$ cat src/sv/xxtea_block_cipher_64_macros.svh
// Assertion macros shared by the XXTEA cipher modules.
`ifndef XXTEA_BLOCK_CIPHER_64_MACROS_SVH
`define XXTEA_BLOCK_CIPHER_64_MACROS_SVH

// Same-cycle implication, checked on every rising clock edge outside reset.
`define XXTEA_ASSERT_IMP(lbl, ante, cons) \
  lbl: assert property (@(posedge clk_i) disable iff (!rst_ni) (ante) |-> (cons)) \
    else $error("xxtea assertion failed");

// Next-cycle implication, checked on every rising clock edge outside reset.
`define XXTEA_ASSERT_NXT(lbl, ante, cons) \
  lbl: assert property (@(posedge clk_i) disable iff (!rst_ni) (ante) |=> (cons)) \
    else $error("xxtea assertion failed");

`endif

$ cat src/sv/xxtea_pkg.sv
// Types, constants and helpers shared by the XXTEA cipher modules.
package xxtea_pkg;

  localparam int unsigned Rounds    = 32;
  localparam int unsigned HalfSteps = 2 * Rounds;
  localparam logic [31:0] Delta     = 32'h9e37_79b9;
  localparam int unsigned AddrWidth = 5;

  // Register indexes, taken from paddr[4:2].
  localparam logic [2:0] REG_MODE = 3'd0;
  localparam logic [2:0] REG_KEY0 = 3'd1;
  localparam logic [2:0] REG_KEY1 = 3'd2;
  localparam logic [2:0] REG_KEY2 = 3'd3;
  localparam logic [2:0] REG_KEY3 = 3'd4;

  typedef logic [31:0] word_t;
  typedef word_t [3:0] key_t;

  typedef struct packed {
    logic  valid;
    word_t w0;
    word_t w1;
  } blk_t;

  typedef struct packed {
    logic decrypt;
    key_t key;
  } cfg_t;

  // Running sum after 'count' additions of the round constant, mod 2^32.
  function automatic word_t sum_after(int unsigned count);
    logic [63:0] prod;
    prod = 64'(count) * 64'(Delta);
    return prod[31:0];
  endfunction

endpackage

$ cat src/sv/xxtea_regs.sv
// APB-style configuration registers: mode bit and four key words.
module xxtea_regs (
  input  logic                              clk_i,
  input  logic                              rst_ni,
  input  logic                              psel,
  input  logic                              penable,
  input  logic                              pwrite,
  input  logic [xxtea_pkg::AddrWidth-1:0]   paddr,
  input  logic [31:0]                       pwdata,
  output logic [31:0]                       prdata,
  output logic                              pready,
  output xxtea_pkg::cfg_t                   cfg_o
);
  import xxtea_pkg::*;

  cfg_t       cfg_q, cfg_d;
  logic       wr_en;
  logic [2:0] reg_idx;

  assign wr_en   = psel && penable && pwrite;
  assign reg_idx = paddr[AddrWidth-1:2];
  assign pready  = 1'b1;
  assign cfg_o   = cfg_q;

  always_comb begin
    cfg_d = cfg_q;
    if (wr_en) begin
      unique case (reg_idx)
        REG_MODE: cfg_d.decrypt = pwdata[0];
        REG_KEY0: cfg_d.key[0]  = pwdata;
        REG_KEY1: cfg_d.key[1]  = pwdata;
        REG_KEY2: cfg_d.key[2]  = pwdata;
        REG_KEY3: cfg_d.key[3]  = pwdata;
        default: ;
      endcase
    end
  end

  always_comb begin
    unique case (reg_idx)
      REG_MODE: prdata = {31'b0, cfg_q.decrypt};
      REG_KEY0: prdata = cfg_q.key[0];
      REG_KEY1: prdata = cfg_q.key[1];
      REG_KEY2: prdata = cfg_q.key[2];
      REG_KEY3: prdata = cfg_q.key[3];
      default:  prdata = 32'b0;
    endcase
  end

  always_ff @(posedge clk_i or negedge rst_ni) begin
    if (!rst_ni) begin
      cfg_q <= '0;
    end else begin
      cfg_q <= cfg_d;
    end
  end

  `include "xxtea_block_cipher_64_macros.svh"

  `XXTEA_ASSERT_NXT(a_mode_write, wr_en && (reg_idx == REG_MODE), cfg_q.decrypt == $past(pwdata[0]))
  `XXTEA_ASSERT_NXT(a_no_write_holds, !wr_en, cfg_q == $past(cfg_q))
  `XXTEA_ASSERT_IMP(a_pready_high, 1'b1, pready)

endmodule

$ cat config.mk
export PLATFORM = sky130hd
export DESIGN_NAME = xxtea_regs
export DESIGN_NICKNAME = d
export VERILOG_FILES = /design/src/sv/xxtea_pkg.sv /design/src/sv/xxtea_regs.sv
export VERILOG_INCLUDE_DIRS = /design/src /design/src/sv
export SDC_FILE = /design/constraint.sdc
export NUM_CORES = 1
export LEC_CHECK = 0
export ABC_AREA = 1
export BUFFER_PORTS_ARGS = -buffer_cell sky130_fd_sc_hd__buf_2
export CAP_MARGIN = 20
export CORE_ASPECT_RATIO = 1.4
export CORE_MARGIN = 4
export CORE_UTILIZATION = 30
export DETAILED_ROUTE_END_ITERATION = 8
export GPL_TIMING_DRIVEN = 0
export PLACE_DENSITY_LB_ADDON = 0.1
export SYNTH_ARGS = -nofsm -noshare
export SYNTH_HDL_FRONTEND = slang
export SYNTH_SLANG_ARGS = --single-unit
export TNS_END_PERCENT = 50
$ cat constraint.sdc
create_clock -name clk_i -period 1.35 [get_ports clk_i]
set_input_delay 0.135 -clock clk_i [delete_from_list [all_inputs] [get_ports clk_i]]
set_output_delay 0.135 -clock clk_i [all_outputs]
set_load 0.03 [all_outputs]
# Word-level counts from Yosys, hierarchy flattened
# Cells that the tools add are included.
[word_totals] reg_bits=129
[op_classes] mux=1 reduce_logical=8 n_eq_ne=4
[ops] operator="$pmux W32 S5" n=1
[ops] operator="$reduce_and A2 Y1" n=5
[ops] operator="$eq A3 B2 Y1 const B" n=2
[ops] operator="$eq A3 B1 Y1 const B" n=1
[ops] operator="$eq A3 B3 Y1 const B" n=1
[ops] operator="$logic_not A3 Y1" n=1
[ops] operator="$logic_and A1 B1 Y1" n=2

# Depth between registers and ports, before layout
[logic_depth] ltp_word=3 ltp_mapped=7

# Worst setup path before layout
# No wires, ideal clock.
[synth_path] path_type="input to output" start="in paddr[3] (netlist bit)" end="out prdata[10]" t_required_ps=1215 arrival_time_ps=1130 cell_stages=5 n_path_buf=2 slack_ps=85 cell_sequence="buf_4 > nor2_4 > clkbuf_1 > nand3_1 > nand4_1"
[synth_between] elab_chain_cells=2
[synth_rtl] element="from (decl)" line="xxtea_regs.sv:8" source="input logic [xxtea_pkg::AddrWidth-1:0] paddr,"
[synth_rtl] element="$eq A3 B3 Y1, or another cell as far along" line="xxtea_regs.sv:40" source="unique case (reg_idx)"
[synth_rtl] element="$pmux W32 S5 *" line="xxtea_regs.sv:40"
[synth_rtl] element="to (decl)" line="xxtea_regs.sv:10" source="output logic [31:0] prdata,"
# Every way passes the cells marked *; elsewhere a longest branch is shown, timed or not.

# Worst setup path in the final report
[layout_path] start="reg cfg_q (netlist bit cfg_o[0])" end="out prdata[0]"
[layout_between] elab_chain_cells=1
[layout_rtl] element="from (decl)" line="xxtea_regs.sv:16" source="cfg_t cfg_q, cfg_d;"
[layout_rtl] element="from (signal assigned)" line="xxtea_regs.sv:54" source="cfg_q <= cfg_d;"
[layout_rtl] element="$pmux W32 S5" line="xxtea_regs.sv:40"
# No other way between the ends.

==> out/summary.txt <==
Rel. slew slack - 57.4%
Initial antenna violation count - 0
# setup viols final - 18
Worst Hold Class - in -> reg
Filler cell count - 2092
Yosys top cell by area - dfrtp_1
Dpl hpwl - 19200 um
Die height - 178 um
Routed length per instance - 21.2 um
DIE WIDTH - 129 um
Die Area - 23000 um^2
Netlist cell types - 19
Max Root-Sink Buffers - 2
Cell count after synthesis - 765
Run status - complete, but fails checks
DRT Pass-1 Iters - 5
Post-synthesis area per instance - 8.08 um^2
Peak VDD IR - 0.779 mV
Largest family of logic cells by synthesized area - simple AND/OR/NAND/NOR gates
TNS Setup - -0.429 ns
Main area contributors after synthesis - dfrtp_1 (52%), nand2_1 (18%), o21ai_0 (9.6%)
P&R area growth vs syn - 46.4%
H-Tree Depth - 4
Mux cell area share after synthesis - 0%
CTS tree - yes
Max FFs per register - 129
Critical path fanouts, max - 3
Share of the synthesized area in the top cell type - 52.2%
Total Routing Usage GR - 24.5%
NumNets Final - 1099
Simple-gate area share of the yosys netlist - 31.5%
Core Box Area - 20100 um^2
Final Max Slew Viols - 0
Clk sinks - 129
Largest net degree at the start of global routing - 93
Complex-gate fraction of the synthesized area - 10.4%
Period utilization - 106%
Static leakage - 4.74 nW
Slowest stage cell on the critical path - dfrtp_1
Final worst setup slack - -0.0795 ns
Initial Utilization - 30.8%
Syn_nets - 807
Cells along the critical path - nand3_1 > nand2_1 > nor2_1 > nand2_1 > buf_6
Sequential fraction of the synthesis area - 52.2%
Worst path arrival time - 1.29 ns
Synth Area in Adders - 0%
Fin. Hold Viols - 0
Syn. warnings - 0
Initial DRC Count - 462
Remaining DRCs - 0
CP dominant cell by count - nand2_1
Setup CP Type - reg -> out
Grt total ovfl - 0
Vias per std cell - 5.17
PwrDens - 1570 nW/um^2
MaxCap Viol Count - 0
First-pass GRT wire length - 42100 um
RSZ-0062 raised after global routing - true
Slew @ Worst Pin - 0.639 ns
Post-synthesis register bit count - 129
Total power - 0.0142 W
Layout cells sized above 1 - 31.0%
Std cell rows - 61
Startpoint types - register
Synth Cell Area - 6180 um^2
GPL Wtd Cong - 0.795
Area of the multi-input gates - 2610 um^2
PortBufs - 198
Worst-Skew Late Latency - 0.41 ns
Vias in the first global route - 7004
Clk slew on worst S/H paths - 0.06 ns
CP Data Required Time - 1.22 ns
Diode count - 0
Fin crit period - 1.43 ns
Clk_skew - 0 ns
Via count - 6838
IO Count - 204
Failing checks - negative setup slack
Post-DRT Antenna Nets - 0
Register area - 3230 um^2
Routed Wire Length - 28000 um
Clock Tree Root - clkbuf_16
F_max - 700 MHz
Crit. End Element - output pin
Crit-path max cell delay - 0.40 ns
Total CTS buffers - 17
Synth Area in XOR/XNOR - 0%
[area by class of cell]
class                   instances  area share, %
clock inverters                13           1.24
multi-input cells             567           28.9
clock buffers                  19           5.00
plain buffers                  66           5.34
flip-flops and latches        129           35.7
repair buffers                273           20.3
inverters                       3          0.152
well taps                     252           3.48
[cell usage in the layout, fill, tap and decap left out]
| master | synthesis | routed |
|---|---|---|
| buf_12 | 0 | 1 |
| buf_16 | 0 | 1 |
| buf_2 | 12 | 167 |
| buf_4 | 11 | 67 |
| buf_6 | 5 | 30 |
| buf_8 | 0 | 3 |
| bufinv_16 | 0 | 1 |
| clkbuf_1 | 38 | 21 |
| clkbuf_16 | 0 | 18 |
| clkbuf_2 | 0 | 10 |
| clkbuf_4 | 0 | 1 |
| clkbuf_8 | 0 | 6 |
| clkinv_2 | 0 | 5 |
| clkinv_4 | 0 | 3 |
| clkinvlp_4 | 0 | 3 |
| conb_1 | 1 | 1 |
| dfrtp_1 | 129 | 129 |
| dlygate4sd3_1 | 0 | 33 |
| inv_1 | 2 | 2 |
| inv_4 | 1 | 1 |
| inv_6 | 0 | 1 |
| nand2_1 | 294 | 294 |
| nand2_2 | 2 | 2 |
| nand3_1 | 66 | 64 |
| nand3_2 | 2 | 4 |
| nand3b_2 | 1 | 1 |
| nand4_1 | 63 | 63 |
| nor2_1 | 2 | 2 |
| nor2_2 | 2 | 1 |
| nor2_4 | 5 | 6 |
| o21ai_0 | 118 | 118 |
| o21ai_1 | 11 | 11 |
[cells in the mapped netlist]
| cell type | number |
|---|---|
| clkbuf_1 | 38 |
| nand3b_2 | 1 |
| o21ai_1 | 11 |
| nand3_2 | 2 |
| inv_1 | 2 |
| dfrtp_1 | 129 |
| buf_4 | 11 |
| inv_4 | 1 |
| nor2_2 | 2 |
| nand3_1 | 66 |
| buf_6 | 5 |
| o21ai_0 | 118 |
| buf_2 | 12 |
| nor2_1 | 2 |
| nand2_1 | 294 |
| conb_1 | 1 |
| nor2_4 | 5 |
| nand2_2 | 2 |
| nand4_1 | 63 |
[critical path: cells and delay by family (launching register included)]
family | cells | cell delay [ns]
buffers and inverters | 1 | 0.15
and+or+nand+nor | 4 | 0.33
DFF | 1 | 0.40
[path summary, 6_finish.rpt]
path | slack, ns | end | depth (start not counted) | start
max | -0.08 | prdata[0] | 5 | cfg_o[0]
min | 0.14 | cfg_o[128] | 5 | pwrite
max reg2reg | 0.55 | cfg_o[117] | 3 | cfg_o[117]
min reg2reg | 0.51 | cfg_o[100] | 2 | cfg_o[100]
max in group asynchronous | 0.36 | cfg_o[26] | 3 | rst_ni
min in group asynchronous | 0.20 | cfg_o[15] | 2 | rst_ni
[cells by family (layout without fill, tap and decap cells)]
| logic type | Yosys count | count (layout) |
|---|---|---|
| buffers and inverters | 69 | 374 |
| other | 1 | 1 |
| and+or+nand+nor | 437 | 437 |
| DFF | 129 | 129 |
| AOI/OAI and AO/OA | 129 | 129 |
[layer usage]
metal	up-vias	wire length (um)	global-route usage (%)	part of all wire [%]
li1	3173	-	-	-
met1	3350	11400	30.3	41
met2	268	13800	41.7	49
met3	47	1970	5.54	7.0
met4	0	789	8.71	2.8
met5	-	0	0	0
[timing repair]
item | CTS | global route
endpoints found under the setup margin | 32 | 36
hold buffers | 33 | 0
hold endpoints to repair | 159 | 0
gates resized for setup | 97 | 14
buffers inserted | 39 | 2
pin swaps | 25 | 1
[per-stage QoR]
stage | setup WS [ns] | hold slack (ns) | instances | instance area [um^2] | util, %
final | -0.0795 | 0.136 | 1322 | 9050 | 45.1
after global routing | -0.167 | 0.182 | 1322 | 9050 | 45.1
after CTS | -0.0923 | 0.118 | 1320 | 9000 | 44.8
after detailed placement | -0.485 | 0.0794 | 1216 | 7520 | 37.5
after global placement | -1.87 | 0.391 | 1215 | 7490 | 37.3
after floorplan | 0.0852 | -0.161 | 765 | 6180 | -
[power breakdown]
part	internal [W]	total, W	switching, W
sequential	0.00459	0.00515	0.000559
combinational	0.00145	0.00462	0.00317
clock	0.00262	0.00445	0.00183
Note: power is estimated with default switching activity, not from simulation.
