[src/sv/xxtea_block_cipher_64_macros.svh]
// Assertion macros shared by the XXTEA cipher modules.
`ifndef XXTEA_BLOCK_CIPHER_64_MACROS_SVH
`define XXTEA_BLOCK_CIPHER_64_MACROS_SVH

// Same-cycle implication, checked on every rising clock edge outside reset.
`define XXTEA_ASSERT_IMP(lbl, ante, cons) \
  lbl: assert property (@(posedge clk_i) disable iff (!rst_ni) (ante) |-> (cons)) \
    else $error("xxtea assertion failed");

// Next-cycle implication, checked on every rising clock edge outside reset.
`define XXTEA_ASSERT_NXT(lbl, ante, cons) \
  lbl: assert property (@(posedge clk_i) disable iff (!rst_ni) (ante) |=> (cons)) \
    else $error("xxtea assertion failed");

`endif

[src/sv/xxtea_pkg.sv]
// Types, constants and helpers shared by the XXTEA cipher modules.
package xxtea_pkg;

  localparam int unsigned Rounds    = 32;
  localparam int unsigned HalfSteps = 2 * Rounds;
  localparam logic [31:0] Delta     = 32'h9e37_79b9;
  localparam int unsigned AddrWidth = 5;

  // Register indexes, taken from paddr[4:2].
  localparam logic [2:0] REG_MODE = 3'd0;
  localparam logic [2:0] REG_KEY0 = 3'd1;
  localparam logic [2:0] REG_KEY1 = 3'd2;
  localparam logic [2:0] REG_KEY2 = 3'd3;
  localparam logic [2:0] REG_KEY3 = 3'd4;

  typedef logic [31:0] word_t;
  typedef word_t [3:0] key_t;

  typedef struct packed {
    logic  valid;
    word_t w0;
    word_t w1;
  } blk_t;

  typedef struct packed {
    logic decrypt;
    key_t key;
  } cfg_t;

  // Running sum after 'count' additions of the round constant, mod 2^32.
  function automatic word_t sum_after(int unsigned count);
    logic [63:0] prod;
    prod = 64'(count) * 64'(Delta);
    return prod[31:0];
  endfunction

endpackage

[src/sv/xxtea_cell.sv]
// One half-round cell: update one block word by the XXTEA mix, register the block.
module xxtea_cell (
  input  logic                clk_i,
  input  logic                rst_ni,
  input  xxtea_pkg::blk_t     blk_i,
  input  xxtea_pkg::word_t    sum_i,
  input  logic                sel_i,      // word index p being updated
  input  logic                decrypt_i,
  input  xxtea_pkg::key_t     key_i,
  output xxtea_pkg::blk_t     blk_o
);
  import xxtea_pkg::*;

  word_t      other, target, mix_a, mix_b, mix_v, updated;
  logic [1:0] key_idx;
  logic       valid_q;
  word_t      w0_q, w1_q;

  assign other   = sel_i ? blk_i.w0 : blk_i.w1;
  assign target  = sel_i ? blk_i.w1 : blk_i.w0;
  assign key_idx = {1'b0, sel_i} ^ sum_i[3:2];
  assign mix_a   = ((other >> 5) ^ (other << 2)) + ((other >> 3) ^ (other << 4));
  assign mix_b   = (sum_i ^ other) + (key_i[key_idx] ^ other);
  assign mix_v   = mix_a ^ mix_b;
  assign updated = decrypt_i ? (target - mix_v) : (target + mix_v);

  always_ff @(posedge clk_i or negedge rst_ni) begin
    if (!rst_ni) begin
      valid_q <= 1'b0;
    end else begin
      valid_q <= blk_i.valid;
    end
  end

  // Payload needs no reset; advance it every cycle.
  always_ff @(posedge clk_i) begin
    w0_q <= sel_i ? blk_i.w0 : updated;
    w1_q <= sel_i ? updated : blk_i.w1;
  end

  assign blk_o = '{valid: valid_q, w0: w0_q, w1: w1_q};

  `include "xxtea_block_cipher_64_macros.svh"

  `XXTEA_ASSERT_NXT(a_valid_moves, blk_i.valid, valid_q)
  `XXTEA_ASSERT_NXT(a_other_word_kept, blk_i.valid && !sel_i, w1_q == $past(blk_i.w1))
  `XXTEA_ASSERT_NXT(a_other_word_kept1, blk_i.valid && sel_i, w0_q == $past(blk_i.w0))

endmodule

[config.mk]
export PLATFORM = sky130hd
export DESIGN_NAME = xxtea_cell
export DESIGN_NICKNAME = d
export VERILOG_FILES = /design/src/sv/xxtea_pkg.sv /design/src/sv/xxtea_cell.sv
export VERILOG_INCLUDE_DIRS = /design/src /design/src/sv
export SDC_FILE = /design/constraint.sdc
export NUM_CORES = 1
export LEC_CHECK = 0
export BUFFER_PORTS_ARGS = -buffer_cell sky130_fd_sc_hd__buf_2
export CAP_MARGIN = 40
export CORE_MARGIN = 3
export CORE_UTILIZATION = 59
export DETAILED_ROUTE_END_ITERATION = 7
export PLACE_DENSITY = 0.9
export SYNTH_ARGS = -nofsm -noshare
export SYNTH_HDL_FRONTEND = slang
export SYNTH_SLANG_ARGS = --single-unit
export TNS_END_PERCENT = 1
[constraint.sdc]
create_clock -name clk_i -period 0.8 [get_ports clk_i]
set_input_delay 0.04 -clock clk_i [delete_from_list [all_inputs] [get_ports clk_i]]
set_output_delay 0.04 -clock clk_i [all_outputs]
set_load 0.1 [all_outputs]
==> results of run 1 <==
## logic make-up after synthesis
| group | count (synthesis) | share of synthesized area [%] |
|---|---|---|
| flops | 65 | 12.38 |
| compound gates | 391 | 23.97 |
| buf+inv | 90 | 3.378 |
| xor+xnor | 240 | 20.44 |
| mux | 73 | 11.14 |
| fa+ha+maj | 97 | 11.71 |
| simple gates | 352 | 16.99 |
## Yosys cell counts (all sizes together), types with 25 or more instances
library cell,number
xnor2,166
nand2,111
a21oi,108
o21ai,100
ha,94
xor2,70
nor2,68
dfxtp,64
inv,41
mux2,36
clkbuf,33
nor2b,33
mux4,32
nand3,27
o21bai,26
a21o,25
## stage by stage
| stage | utilization, % | setup slack (ps) | TNS [ps] | hold slack (ps) | instance area, um^2 |
|---|---|---|---|---|---|
| 3_5_place_dp | 93.86 | -5593 | -296990 | -179.7 | 16350 |
| 3_3_place_gp | 93.86 | -4974 | -263730 | -186.1 | 16350 |
| 2_1_floorplan | - | -4940 | -259680 | -255.6 | 10690 |
==> impl_table.tex, run 1 <==
\begin{tabular}{lr}
\hline
Metric & Value \\
\hline
\multicolumn{2}{l}{\textbf{Outcome}} \\
\quad Run status & aborted with a tool error \\
\quad Halt point of the flow & clock tree synthesis \\
\quad Error text reported by the tool & [ERROR DPL-0038] Utilization greater than 100\%, impossible to legalize \\
\multicolumn{2}{l}{\textbf{Synthesis}} \\
\quad Number of enable flip-flop cells after synthesis & 0 \\
\quad Synthesized netlist net count & 1634 \\
\quad Avg Inst Size Synth & roughly 8.1 um\^{}2 \\
\quad Yosys warning count & 0 \\
\quad Fraction of synthesis flops using an asynchronous set or reset pin & $\sim$1.5\% \\
\quad Share of the synthesized area in the top cell type & about 14\% \\
\quad Mapped cell area & roughly 11000 um\^{}2 \\
\quad Main synth FF type & dfxtp\_1 \\
\quad Cell type with the largest total area after synthesis & xnor2\_1 \\
\quad Number of synthesized register bits & 65 \\
\quad Post-synthesis cell type count & just over 80 \\
\quad Largest cells by area after synthesis & xnor2\_1 14\%, dfxtp\_1 12\%, ha\_1 11\% \\
\quad Sequential cell area fraction in the yosys report & 12.38\% \\
\quad Cells after Synth & 1308 \\
\multicolumn{2}{l}{\textbf{Place}} \\
\quad Number of instances in the placed design & 2192 \\
\quad Total half-perimeter wirelength after legalization and detailed placement & approximately 43 mm \\
\quad Placer congestion estimate & 1.046 \\
\quad Buffers on Ports & between 200 and 300 \\
\multicolumn{2}{l}{\textbf{Clock network}} \\
\quad Maximum number of buffers from clock root to sink & 2 \\
\quad Number of buffers inserted by post-CTS setup repair & between 40 and 50 \\
\quad Hold bufs inserted after CTS & 5 \\
\quad Number of cells upsized or downsized after cts & 199 \\
\quad Root Buffer & clkbuf\_16 \\
\quad Num Clock Sinks & 65 \\
\quad H-tree depth & 3 \\
\quad Number of CTS-inserted buffers & 9 \\
\multicolumn{2}{l}{\textbf{Floorplan}} \\
\quad Starting utilization of the core area & about three fifths \\
\quad I/O pin count & approximately 300 \\
\quad Die X-Extent & $\sim$140 um \\
\quad Num rows & 48 \\
\quad Die height & roughly 140 um \\
\hline
\end{tabular}
==> run 2, diff against run 1 <==
- CORE_UTILIZATION: 59 -> 40
- PLACE_DENSITY: 0.9 -> unset
- PLACE_DENSITY_LB_ADDON: unset -> 0.15
==> run 2 against run 1 <==
The flow now finishes, with violations (hold timing, setup timing). Area after synthesis did not move. Synthesized cell count is the same.
==> impl_table.tex, run 2 <==
\begin{tabular}{lr}
\hline
Metric & Value \\
\hline
\multicolumn{2}{l}{\textbf{Floorplan}} \\
\quad Die X-Extent & 168.4 um (+21\%) \\
\quad Num rows & 58 (+21\%) \\
\quad Starting utilization of the core area & 41.32\% (-19 points) \\
\quad Area inside the core boundary & around 26000 um\^{}2 \\
\quad Die area & 28370 um\^{}2 \\
\quad Die height & 168.4 um (+21\%) \\
\quad I/O pin count & 294 (unchanged) \\
\multicolumn{2}{l}{\textbf{Synthesis}} \\
\quad Share of the synthesized area in the top cell type & 13.77\% (unchanged) \\
\quad Number of enable flip-flop cells after synthesis & 0 (unchanged) \\
\quad Synthesized netlist net count & 1634 (unchanged) \\
\quad Main synth FF type & dfxtp\_1 \\
\quad Cells after Synth & 1308 (unchanged) \\
\quad Mapped cell area & 10560 um\^{}2 (unchanged) \\
\quad Largest cells by area after synthesis & xnor2\_1 14\%, dfxtp\_1 12\%, ha\_1 11\% \\
\quad Yosys warning count & 0 (unchanged) \\
\quad Post-synthesis cell type count & 81 (unchanged) \\
\quad Sequential cell area fraction in the yosys report & 12.38\% (unchanged) \\
\quad Number of synthesized register bits & 65 (unchanged) \\
\quad Cell type with the largest total area after synthesis & xnor2\_1 \\
\quad Most frequent cell after synthesis & xnor2\_1 \\
\quad Fraction of synthesis flops using an asynchronous set or reset pin & 1.538\% (unchanged) \\
\quad Most frequent cells after synthesis & 166 x xnor2\_1, 111 x nand2\_1, 107 x a21oi\_1, 94 x ha\_1, 93 x o21ai\_0 \\
\quad Avg Inst Size Synth & 8.070 um\^{}2 (unchanged) \\
\multicolumn{2}{l}{\textbf{Setup path}} \\
\quad Largest fanout of any net on the critical path & 4 \\
\quad Crit-path max cell delay & $\sim$560 ps \\
\quad End of the critical path & w1\_q[27]\$\_DFF\_P\_ \\
\quad Critical path launch point type & primary input \\
\quad Type of the worst setup path & in -> reg \\
\quad Crit. Startpoint & sum\_i[2] \\
\quad Slowest stage cell on the critical path & mux4\_2 \\
\quad Required @ worst endpoint & roughly 1000 ps \\
\quad Crit. End Element & flop \\
\quad Critical path arrival & between 5000 and 6000 ps \\
\multicolumn{2}{l}{\textbf{STA}} \\
\quad Final hold violation count & 6 \\
\quad Final Setup Violations & roughly 130 \\
\quad Final critical-path share of the clock period & 702.1\% \\
\quad Setup\_tns & -250690 ps \\
\quad Final min period & about 5600 ps \\
\quad Unrepaired setup endpoints after global routing & yes \\
\quad Relative slew margins & around 56\% \\
\quad Final-layout worst hold slack & -56.20 ps \\
\quad Peak Freq & $\sim$180 MHz \\
\quad Max-slew violation count & 0 \\
\quad Setup slack of the critical path after layout & -4817 ps \\
\quad Slew at the pin with the worst max-slew slack & between 600 and 700 ps \\
\multicolumn{2}{l}{\textbf{GRT}} \\
\quad First-pass GRT wire length & $\sim$61 mm \\
\quad Maximum number of pins on one net before global-route repair & 31 \\
\quad Initial antenna violation count & 0 \\
\quad Global route total overflow & 0 \\
\quad Overall track demand over capacity in global routing & about a quarter \\
\quad Via count of the first global-routing pass & roughly 12k \\
\multicolumn{2}{l}{\textbf{Detailed routing}} \\
\quad Drt wl/cell & 16.39 um \\
\quad Antenna Nets Post-Route & 0 \\
\quad Post-Route WL & $\sim$39 mm \\
\quad Iteration-0 DRC count of the detailed router & between 600 and 700 \\
\quad Detailed-routing iteration count for the pre-antenna-repair pass & 7 \\
\quad Via count & about 13k \\
\quad Routed via count divided by cell count & roughly 5.3 \\
\quad DRC violation count after routing & 0 \\
\multicolumn{2}{l}{\textbf{Layout}} \\
\quad Share of cells above drive strength 1 & between 50\% and 60\% \\
\quad Top library cells by usage in the layout, fill and taps aside & 474 x buf\_4, 226 x buf\_2, 146 x xnor2\_1 \\
\quad Final nets & 2385 \\
\quad Post-Layout Cell Count & between 2k and 2.5k \\
\quad Registers with the most flip-flops & w0\_q x32, w1\_q x32, valid\_q x1 \\
\quad Cell area after layout & roughly 18000 um\^{}2 \\
\quad Multi-input gate area & $\sim$9500 um\^{}2 \\
\quad Number of filler cells placed in the layout & around 2.1k \\
\quad Sequential standard cell area & about 1400 um\^{}2 \\
\quad Leading cell type in the layout, fill and taps excluded & buf\_4 \\
\quad Layout overhead on the synthesized area & 71.33\% \\
\multicolumn{2}{l}{\textbf{Pwr}} \\
\quad Proportion of total power due to net switching & 49.79\% \\
\quad PwrDens & 4838 nW/um\^{}2 \\
\quad Register share of total power & about 7.9\% \\
\quad Internal power & around 44 mW \\
\quad Comb power frac & between 80 and 90\% \\
\quad Switching component of the power & around 44 mW \\
\quad Maximum vdd ir drop & about 5000 uV \\
\quad Static leakage power & roughly 8.4 nW \\
\quad Clock share of power & under 10\% \\
\multicolumn{2}{l}{\textbf{Clock network}} \\
\quad Num Clock Sinks & 65 (unchanged) \\
\quad H-tree depth & 3 (unchanged) \\
\quad Maximum number of buffers from clock root to sink & 2 (unchanged) \\
\quad Root Buffer & clkbuf\_16 \\
\quad Clock tree from TritonCTS & done \\
\quad Hold bufs inserted after CTS & 7 (+2) \\
\quad Number of CTS-inserted buffers & 9 (unchanged) \\
\quad Clock transition at the registers of the reported paths & $\sim$60 ps \\
\multicolumn{2}{l}{\textbf{Min path}} \\
\quad Class of the worst hold path & in -> reg \\
\quad Hold\_sp & blk\_i[0] \\
\multicolumn{2}{l}{\textbf{Place}} \\
\quad Area after detailed placement & 16990 um\^{}2 (+3.9\%) \\
\quad Buffers on Ports & 293 (unchanged) \\
\quad Placer congestion estimate & 0.9398 (-10\%) \\
\quad Total half-perimeter wirelength after legalization and detailed placement & 33.50 mm (-22\%) \\
\quad Number of instances in the placed design & 2360 (+7.7\%) \\
\multicolumn{2}{l}{\textbf{Job}} \\
\quad Count of max-cap constraint violations & 0 \\
\multicolumn{2}{l}{\textbf{Outcome}} \\
\quad Run status & finished with violations \\
\quad Violations in the final reports & hold timing, setup timing \\
\hline
\end{tabular}
==> run 2: cell counts after synthesis <==
No cell type changed its count.
==> run 2: stage by stage <==
step	util [%]	total power, mW	hold WS [ps]	setup WS (ps)
finish	70.79	87.49	-56.20	-4817
detailed placement	66.51	77.35	-183.4	-5238
global route	70.77	93.19	-50.98	-5151
global placement	66.51	76.34	-185.8	-5146
CTS	68.97	83.99	-59.30	-4736
floorplan	-	47.68	-255.6	-4940
==> run 2: cells by family (layout without fill, tap and decap cells) <==
| logic type | after synthesis | after routing | share of synthesized area [%] |
|---|---|---|---|
| DFF | 65 | 65 | 12.38 |
| other | 0 | 2 | 0 |
| and+or+nand+nor | 352 | 352 | 16.99 |
| AOI/OAI and AO/OA | 391 | 391 | 23.97 |
| muxes | 73 | 73 | 11.14 |
| xor gates and xnor gates | 240 | 240 | 20.44 |
| adders and majority gates | 97 | 97 | 11.71 |
| buffers and inverters | 90 | 846 | 3.378 |
==> run 2: final cells by class <==
cell class,instances,area share [%]
timing repair buffer,789,35.00
sequential,65,7.666
clock buffer,14,1.515
inverter,41,0.8718
antenna,2,0.02768
tap,330,2.283
multi-input combinational,1153,52.56
clock inverter,2,0.06919
==> run 2: power groups by stage <==
stage / Combinational (mW) / Sequential, mW / Clock (mW)
final: 76.8 / 6.90 / 3.76
after global routing: 82.2 / 7.03 / 3.96
after CTS: 73.3 / 6.91 / 3.80
after detailed placement: 70.7 / 6.60 / 0
after global placement: 69.8 / 6.56 / 0
after floorplan: 29.9 / 17.8 / 0
==> run 2: critical path: cells and delay by family <==
| family | cells | cell delay, ps |
|---|---|---|
| buf+inv | 4 | 430 |
| mux | 1 | 560 |
| fa+ha+maj | 3 | 860 |
| compound gates | 12 | 1990 |
| xor+xnor | 5 | 960 |
| simple gates | 5 | 980 |
==> run 2: worst min path at each step <==
stage	to	cells past startpoint	slack (ps)
after floorplan	valid_q$_DFF_PN0_	0	-260
after CTS	w0_q[0]$_DFF_P_	3	-60
final	w1_q[0]$_DFF_P_	3	-60
after detailed placement	valid_q$_DFF_PN0_	1	-180
after global placement	valid_q$_DFF_PN0_	1	-190
after global routing	w1_q[0]$_DFF_P_	3	-50
==> run 2: what timing repair did <==
item                                   CTS  global route
setup endpoints to repair              129           129
endpoints found under the hold margin   15             4
pin swaps                               26            54
gates resized for setup                110            78
buffers inserted                         5             6
==> run 2: routing by layer <==
layer	routed length [um]	part of all wire, %	GRT usage, %
met1	18440	47	38.42
met2	17810	45	43.08
met3	2545	6.5	2.324
met4	475	1.2	4.696
met5	0	0	0
(Power assumes the default switching activity.)
==> run 3, diff against run 2 <==
- CELL_PAD_IN_SITES_DETAIL_PLACEMENT: unset -> 0
- CELL_PAD_IN_SITES_GLOBAL_PLACEMENT: unset -> 1
==> run 3 against run 2 <==
The flow finishes with violations (setup timing). Global-route usage increased by 3.7 points. Die area unchanged. Critical path depth is 2 lower. Sequential cell count stayed put. First-iteration DRC count increased by 68%. Final area fell by 1.8%. Critical endpoint is now w1_q[29]$_DFF_P_. Largest cell class unchanged.
==> impl_table.tex, run 3 (synthesis results as in run 2) <==
\begin{tabular}{lr}
\hline
Metric & Value \\
\hline
\multicolumn{2}{l}{\textbf{STA}} \\
\quad Final hold violation count & 0 (-6) \\
\quad Final-layout worst hold slack & 2.789 ps (+58.99 ps) \\
\quad Setup slack of the critical path after layout & -4843 ps (-26.08 ps) \\
\quad Final Setup Violations & 129 (unchanged) \\
\quad Slew at the pin with the worst max-slew slack & 546.4 ps (-112.9 ps) \\
\quad Final critical-path share of the clock period & 705.4\% (+3.3 points) \\
\quad Max-slew violation count & 0 (unchanged) \\
\quad Unrepaired setup endpoints after global routing & yes \\
\quad Final min period & 5643 ps (+26.08 ps) \\
\quad Relative slew margins & 63.19\% (+7.6 points) \\
\quad Peak Freq & 177.2 MHz (-0.46\%) \\
\multicolumn{2}{l}{\textbf{Clock network}} \\
\quad Number of CTS-inserted buffers & 9 (unchanged) \\
\quad Maximum number of buffers from clock root to sink & 2 (unchanged) \\
\quad H-tree depth & 3 (unchanged) \\
\quad Clock transition at the registers of the reported paths & 60 ps (about the same) \\
\quad Num Clock Sinks & 65 (unchanged) \\
\quad Clock tree from TritonCTS & done \\
\quad Root Buffer & clkbuf\_16 \\
\multicolumn{2}{l}{\textbf{Setup path}} \\
\quad Critical path arrival & 5840 ps (about the same) \\
\quad Critical path launch point type & primary input \\
\quad Crit. Startpoint & sum\_i[2] \\
\quad Crit-path max cell delay & 520 ps (-40 ps) \\
\quad Largest fanout of any net on the critical path & 6 (+2) \\
\quad Worst path depth & 28 (-6.7\%) \\
\quad Cell with the most instances on the worst path & xnor2\_2 \\
\quad Type of the worst setup path & in -> reg \\
\quad Required @ worst endpoint & 1000 ps (-20 ps) \\
\quad Crit. End Element & flop \\
\quad End of the critical path & w1\_q[29]\$\_DFF\_P\_ \\
\quad Slowest stage cell on the critical path & mux4\_2 \\
\quad Category of cells accounting for the largest share of critical-path delay & compound AO/OA/AOI/OAI gates \\
\quad Worst path bufs/invs & 3 (-1) \\
\multicolumn{2}{l}{\textbf{Layout}} \\
\quad Share of cells above drive strength 1 & 49.80\% (-0.87 points) \\
\quad Registers with the most flip-flops & w0\_q x32, w1\_q x32, valid\_q x1 \\
\quad Leading cell type in the layout, fill and taps excluded & buf\_4 \\
\quad Final nets & 2367 (-0.75\%) \\
\quad Top library cells by usage in the layout, fill and taps aside & 468 x buf\_4, 226 x buf\_2, 149 x xnor2\_1 \\
\quad Layout overhead on the synthesized area & 68.27\% \\
\multicolumn{2}{l}{\textbf{Min path}} \\
\quad Class of the worst hold path & in -> reg \\
\quad Hold path cells & 3 (unchanged) \\
\multicolumn{2}{l}{\textbf{Place}} \\
\quad Worst slack at placement & -5423 ps (-184.9 ps) \\
\quad Total half-perimeter wirelength after legalization and detailed placement & 38.56 mm (+15\%) \\
\quad Buffers on Ports & 293 (unchanged) \\
\quad Placer congestion estimate & 1.027 (+9.3\%) \\
\multicolumn{2}{l}{\textbf{Pwr}} \\
\quad Post-layout power & 86.54 mW (-1.1\%) \\
\quad PwrDens & 4872 nW/um\^{}2 (+0.71\%) \\
\quad Maximum vdd ir drop & 5059 uV (+3.2\%) \\
\quad Static leakage power & 8.223 nW (-2.0\%) \\
\multicolumn{2}{l}{\textbf{GRT}} \\
\quad Maximum number of pins on one net before global-route repair & 71 (+130\%) \\
\quad First-pass GRT wire length & 67.97 mm (+11\%) \\
\quad Global route total overflow & 0 (unchanged) \\
\quad Overall track demand over capacity in global routing & 30.10\% (+3.7 points) \\
\quad Initial antenna violation count & 3 (+3) \\
\quad Via count of the first global-routing pass & 12.58k (+1.7\%) \\
\multicolumn{2}{l}{\textbf{Detailed routing}} \\
\quad DRC violation count after routing & 0 (unchanged) \\
\quad Iteration-0 DRC count of the detailed router & 1145 (+68\%) \\
\quad Routed via count divided by cell count & 5.388 (+2.4\%) \\
\quad Post-Route WL & 44.72 mm (+14\%) \\
\quad Via count & 12.82k (+1.7\%) \\
\quad Drt wl/cell & 18.80 um (+15\%) \\
\quad Antenna Nets Post-Route & 0 (unchanged) \\
\quad Detailed-routing iteration count for the pre-antenna-repair pass & 6 (-1) \\
\multicolumn{2}{l}{\textbf{Floorplan}} \\
\quad Die X-Extent & 168.4 um (unchanged) \\
\quad Die height & 168.4 um (unchanged) \\
\quad Starting utilization of the core area & 41.32\% (unchanged) \\
\quad Area inside the core boundary & 25540 um\^{}2 (unchanged) \\
\quad Die area & 28370 um\^{}2 (unchanged) \\
\quad I/O pin count & 294 (unchanged) \\
\quad Num rows & 58 (unchanged) \\
\multicolumn{2}{l}{\textbf{Job}} \\
\quad Count of max-cap constraint violations & 0 (unchanged) \\
\multicolumn{2}{l}{\textbf{Outcome}} \\
\quad Run status & finished with violations \\
\quad Violations in the final reports & setup timing \\
\hline
\end{tabular}
[run 3: cell types whose count changed in the layout (fill, tap and decap cells not counted), moves of 5 or more]
cell and delta:
o21ai_0 +9, o21ai_1 -7, buf_12 -6, buf_4 -6
buf_6 -6, a31oi_1 +5, xnor2_2 -5
[run 3: routing by layer]
layer | up-vias | routed length [um] | global-route usage, %
met5 | - | 0 | 0
met4 | 0 | 983 | 7.257
met3 | 56 | 3239 | 4.344
met2 | 461 | 19890 | 47.34
met1 | 6044 | 20600 | 43.47
li1 | 6257 | - | -
[run 3: what timing repair did]
| action | CTS | global route |
|---|---|---|
| setup buffers | 3 | 0 |
| resized for setup | 121 | 40 |
| endpoints found under the setup margin | 129 | 129 |
| pin swaps | 36 | 15 |
| hold buffers | 6 | 0 |
| endpoints found under the hold margin | 6 | 0 |
[run 3: layout make-up]
| class | count | area [um^2] |
|---|---|---|
| Antenna cell | 3 | 7.507 |
| Clock buffer | 11 | 242.7 |
| Clock inverter | 5 | 55.05 |
| Fill cell | 2098 | 7784 |
| Inverter | 41 | 153.9 |
| Multi-Input combinational cell | 1153 | 9389 |
| Sequential cell | 65 | 1385 |
| Tap cell | 330 | 412.9 |
| Timing Repair Buffer | 771 | 6115 |
[run 3: worst min path at each step]
stage                         start           endpoint  slack, ps
after global placement       rst_ni  valid_q$_DFF_PN0_       -190
after detailed placement     rst_ni  valid_q$_DFF_PN0_       -180
after CTS                 blk_i[18]   w1_q[18]$_DFF_P_        -20
after global routing      blk_i[44]   w0_q[12]$_DFF_P_         10
after floorplan              rst_ni  valid_q$_DFF_PN0_       -260
final                     blk_i[18]   w1_q[18]$_DFF_P_          3
[run 3: power by group]
group	internal, mW	switching (mW)
Combinational	34.8	41.0
Clock	2.48	1.42
Sequential	5.53	1.35
Total	42.8	43.7
[run 3: tightest hold or removal path: stages]
cell and delay, ps:
buf_2 120, nand2_1 70, o21ai_0 70
[run 3: per-stage QoR]
step,cells,utilization (%),cell area [um^2],TNS (ps)
2_1_floorplan,1308,-,10690,-259680
3_3_place_gp,2351,66.05,16870,-281510
3_5_place_dp,2351,66.05,16870,-286480
5_1_grt,2379,69.53,17760,-274580
6_report,2379,69.53,17760,-258180
4_1_cts,2376,68.80,17570,-256300
==> run 4, diff against run 3 <==
- CORE_ASPECT_RATIO: unset -> 1.5
==> run 4 against run 3 <==
The run ends with hold timing, setup timing left. Setup slack better by 11 ps. Largest power group unchanged. Combinational power up 2%. Utilization down 0.71 points. Cell count up 0.21%. Non-clock buffer count up 1. Highest routed layer is now met5. Final area up 0.18%.
==> impl_table.tex, run 4 (synthesis results as in run 2) <==
\begin{tabular}{lr}
\hline
Metric & Value \\
\hline
\multicolumn{2}{l}{\textbf{Floorplan}} \\
\quad Num rows & 72 (+24\%) \\
\quad Area inside the core boundary & 25850 um\^{}2 (+1.2\%) \\
\quad Starting utilization of the core area & 40.82\% (-0.50 points) \\
\quad Die X-Extent & 138.6 um (-18\%) \\
\quad I/O pin count & 294 (unchanged) \\
\quad Die height & 205.0 um (+22\%) \\
\quad Die area & 28410 um\^{}2 (+0.14\%) \\
\multicolumn{2}{l}{\textbf{Layout}} \\
\quad Final core utilization & 68.82\% (-0.71 points) \\
\quad Leading cell type in the layout, fill and taps excluded & buf\_4 \\
\quad Final nets & 2368 (+0.042\%) \\
\quad Top library cells by usage in the layout, fill and taps aside & 466 x buf\_4, 226 x buf\_2, 147 x xnor2\_1 \\
\quad Registers with the most flip-flops & w0\_q x32, w1\_q x32, valid\_q x1 \\
\quad Share of cells above drive strength 1 & 49.49\% (-0.32 points) \\
\quad Layout overhead on the synthesized area & 68.56\% \\
\multicolumn{2}{l}{\textbf{STA}} \\
\quad Final-layout worst hold slack & -50.97 ps (-53.76 ps) \\
\quad Relative slew margins & 53.25\% (-9.9 points) \\
\quad Peak Freq & 177.5 MHz (+0.19\%) \\
\quad Final Setup Violations & 129 (unchanged) \\
\quad Setup slack of the critical path after layout & -4832 ps (+10.59 ps) \\
\quad Max-slew violation count & 0 (unchanged) \\
\quad Final hold violation count & 7 (+7) \\
\quad Unrepaired setup endpoints after global routing & yes \\
\quad Setup\_tns & -260430 ps (-2250 ps) \\
\quad Final critical-path share of the clock period & 704.0\% (-1.3 points) \\
\quad Slew at the pin with the worst max-slew slack & 694.0 ps (+147.6 ps) \\
\quad Final min period & 5632 ps (-10.59 ps) \\
\multicolumn{2}{l}{\textbf{Setup path}} \\
\quad Largest fanout of any net on the critical path & 7 (+1) \\
\quad Worst path depth & 28 (unchanged) \\
\quad Crit. End Element & flop \\
\quad Required @ worst endpoint & 1060 ps (+60 ps) \\
\quad Crit-path max cell delay & 520 ps (about the same) \\
\quad Critical path arrival & 5890 ps (+50 ps) \\
\quad Category of cells accounting for the largest share of critical-path delay & compound AO/OA/AOI/OAI gates \\
\quad Worst path bufs/invs & 4 (+1) \\
\quad Critical path launch point type & primary input \\
\quad Type of the worst setup path & in -> reg \\
\quad Slowest stage cell on the critical path & mux4\_2 \\
\multicolumn{2}{l}{\textbf{Clock network}} \\
\quad Maximum number of buffers from clock root to sink & 2 (unchanged) \\
\quad Hold bufs inserted after CTS & 7 (+1) \\
\quad Root Buffer & clkbuf\_16 \\
\quad Clock transition at the registers of the reported paths & 60 ps (about the same) \\
\quad Clock tree from TritonCTS & done \\
\quad Num Clock Sinks & 65 (unchanged) \\
\quad H-tree depth & 3 (unchanged) \\
\quad Number of CTS-inserted buffers & 9 (unchanged) \\
\multicolumn{2}{l}{\textbf{Detailed routing}} \\
\quad Detailed-routing iteration count for the pre-antenna-repair pass & 5 (-1) \\
\quad Wire length on met3 & 1.902 mm (-41\%) \\
\quad Via count & 12.79k (-0.21\%) \\
\quad Iteration-0 DRC count of the detailed router & 525 (-54\%) \\
\quad Post-Route WL & 46.77 mm (+4.6\%) \\
\quad DRC violation count after routing & 0 (unchanged) \\
\quad Routed via count divided by cell count & 5.365 (-0.42\%) \\
\quad Highest metal layer with signal wires & met5 \\
\quad Met2 wire length & 25.90 mm (+30\%) \\
\quad Routed metal-1 wire length & 15.69 mm (-24\%) \\
\quad Drt wl/cell & 19.62 um (+4.4\%) \\
\quad Antenna Nets Post-Route & 0 (unchanged) \\
\multicolumn{2}{l}{\textbf{Min path}} \\
\quad Hold path cells & 3 (unchanged) \\
\quad Class of the worst hold path & in -> reg \\
\multicolumn{2}{l}{\textbf{GRT}} \\
\quad Overall track demand over capacity in global routing & 31.63\% (+1.5 points) \\
\quad Via count of the first global-routing pass & 13.29k (+5.7\%) \\
\quad Global route total overflow & 0 (unchanged) \\
\quad First-pass GRT wire length & 70.35 mm (+3.5\%) \\
\quad Maximum number of pins on one net before global-route repair & 74 (+4.2\%) \\
\quad Initial antenna violation count & 5 (+2) \\
\multicolumn{2}{l}{\textbf{Outcome}} \\
\quad Run status & finished with violations \\
\quad Violations in the final reports & hold timing, setup timing \\
\multicolumn{2}{l}{\textbf{Pwr}} \\
\quad PwrDens & 4962 nW/um\^{}2 (+1.8\%) \\
\quad Maximum vdd ir drop & 5509 uV (+8.9\%) \\
\quad Static leakage power & 8.279 nW (+0.67\%) \\
\multicolumn{2}{l}{\textbf{Job}} \\
\quad Count of max-cap constraint violations & 0 (unchanged) \\
\multicolumn{2}{l}{\textbf{Place}} \\
\quad Total half-perimeter wirelength after legalization and detailed placement & 40.85 mm (+5.9\%) \\
\quad Placer congestion estimate & 0.9931 (-3.3\%) \\
\quad Buffers on Ports & 293 (unchanged) \\
\hline
\end{tabular}
run 4: changes by cell type in the layout (fill, tap and decap cells not counted), moves of 4 or more:
cell	previous run	this run
xnor2_2	13	17
a21oi_1	91	96
o21ai_0	75	66
o21ai_1	22	29
a21oi_2	16	11
ha_1	88	93
run 4: cell type report:
type / count / area, um^2
Sequential cell: 65 / 1384
Tap cell: 333 / 416.7
Clock inverter: 4 / 51.30
Inverter: 41 / 153.9
Clock buffer: 12 / 256.5
Fill cell: 2172 / 8063
Antenna cell: 4 / 10.01
Multi-Input combinational cell: 1153 / 9369
Timing Repair Buffer: 772 / 6151
run 4: worst paths after layout:
path | from | endpoint | slack, ps
max in group asynchronous | rst_ni | valid_q$_DFF_PN0_ | 150
hold / removal | blk_i[36] | w0_q[4]$_DFF_P_ | -50
min in group asynchronous | rst_ni | valid_q$_DFF_PN0_ | 540
setup / recovery | sum_i[2] | w0_q[31]$_DFF_P_ | -4830
run 4: routing by layer:
layer	vias up	GRT usage, %
met5	-	0
met4	2	18.36
met3	122	3.760
met2	433	64.65
met1	5972	29.65
li1	6262	-
run 4: stage by stage:
step           setup WS [ps]  instances  cell area, um^2  power, mW
6_report               -4832       2384            17790      88.29
5_1_grt                -5173       2384            17790      93.18
4_1_cts                -4827       2379            17600      87.12
3_5_place_dp           -5355       2348            16870      79.10
3_3_place_gp           -5305       2348            16870      78.45
2_1_floorplan          -4940       1308            10690      47.68
run 4: repair_timing:
item	4_1_cts	5_1_grt
hold endpoints to repair	15	5
endpoints found under the setup margin	129	129
gates resized for setup	71	89
buffers inserted	8	1
pin swaps	40	17
run 4: where the power goes:
part,leakage [nW],internal [mW],total (mW),switching [mW]
Combinational,7.57,35.3,77.2,41.9
Clock,0.149,2.58,4.11,1.53
Sequential,0.555,5.53,6.95,1.42
Total,8.28,43.4,88.3,44.9
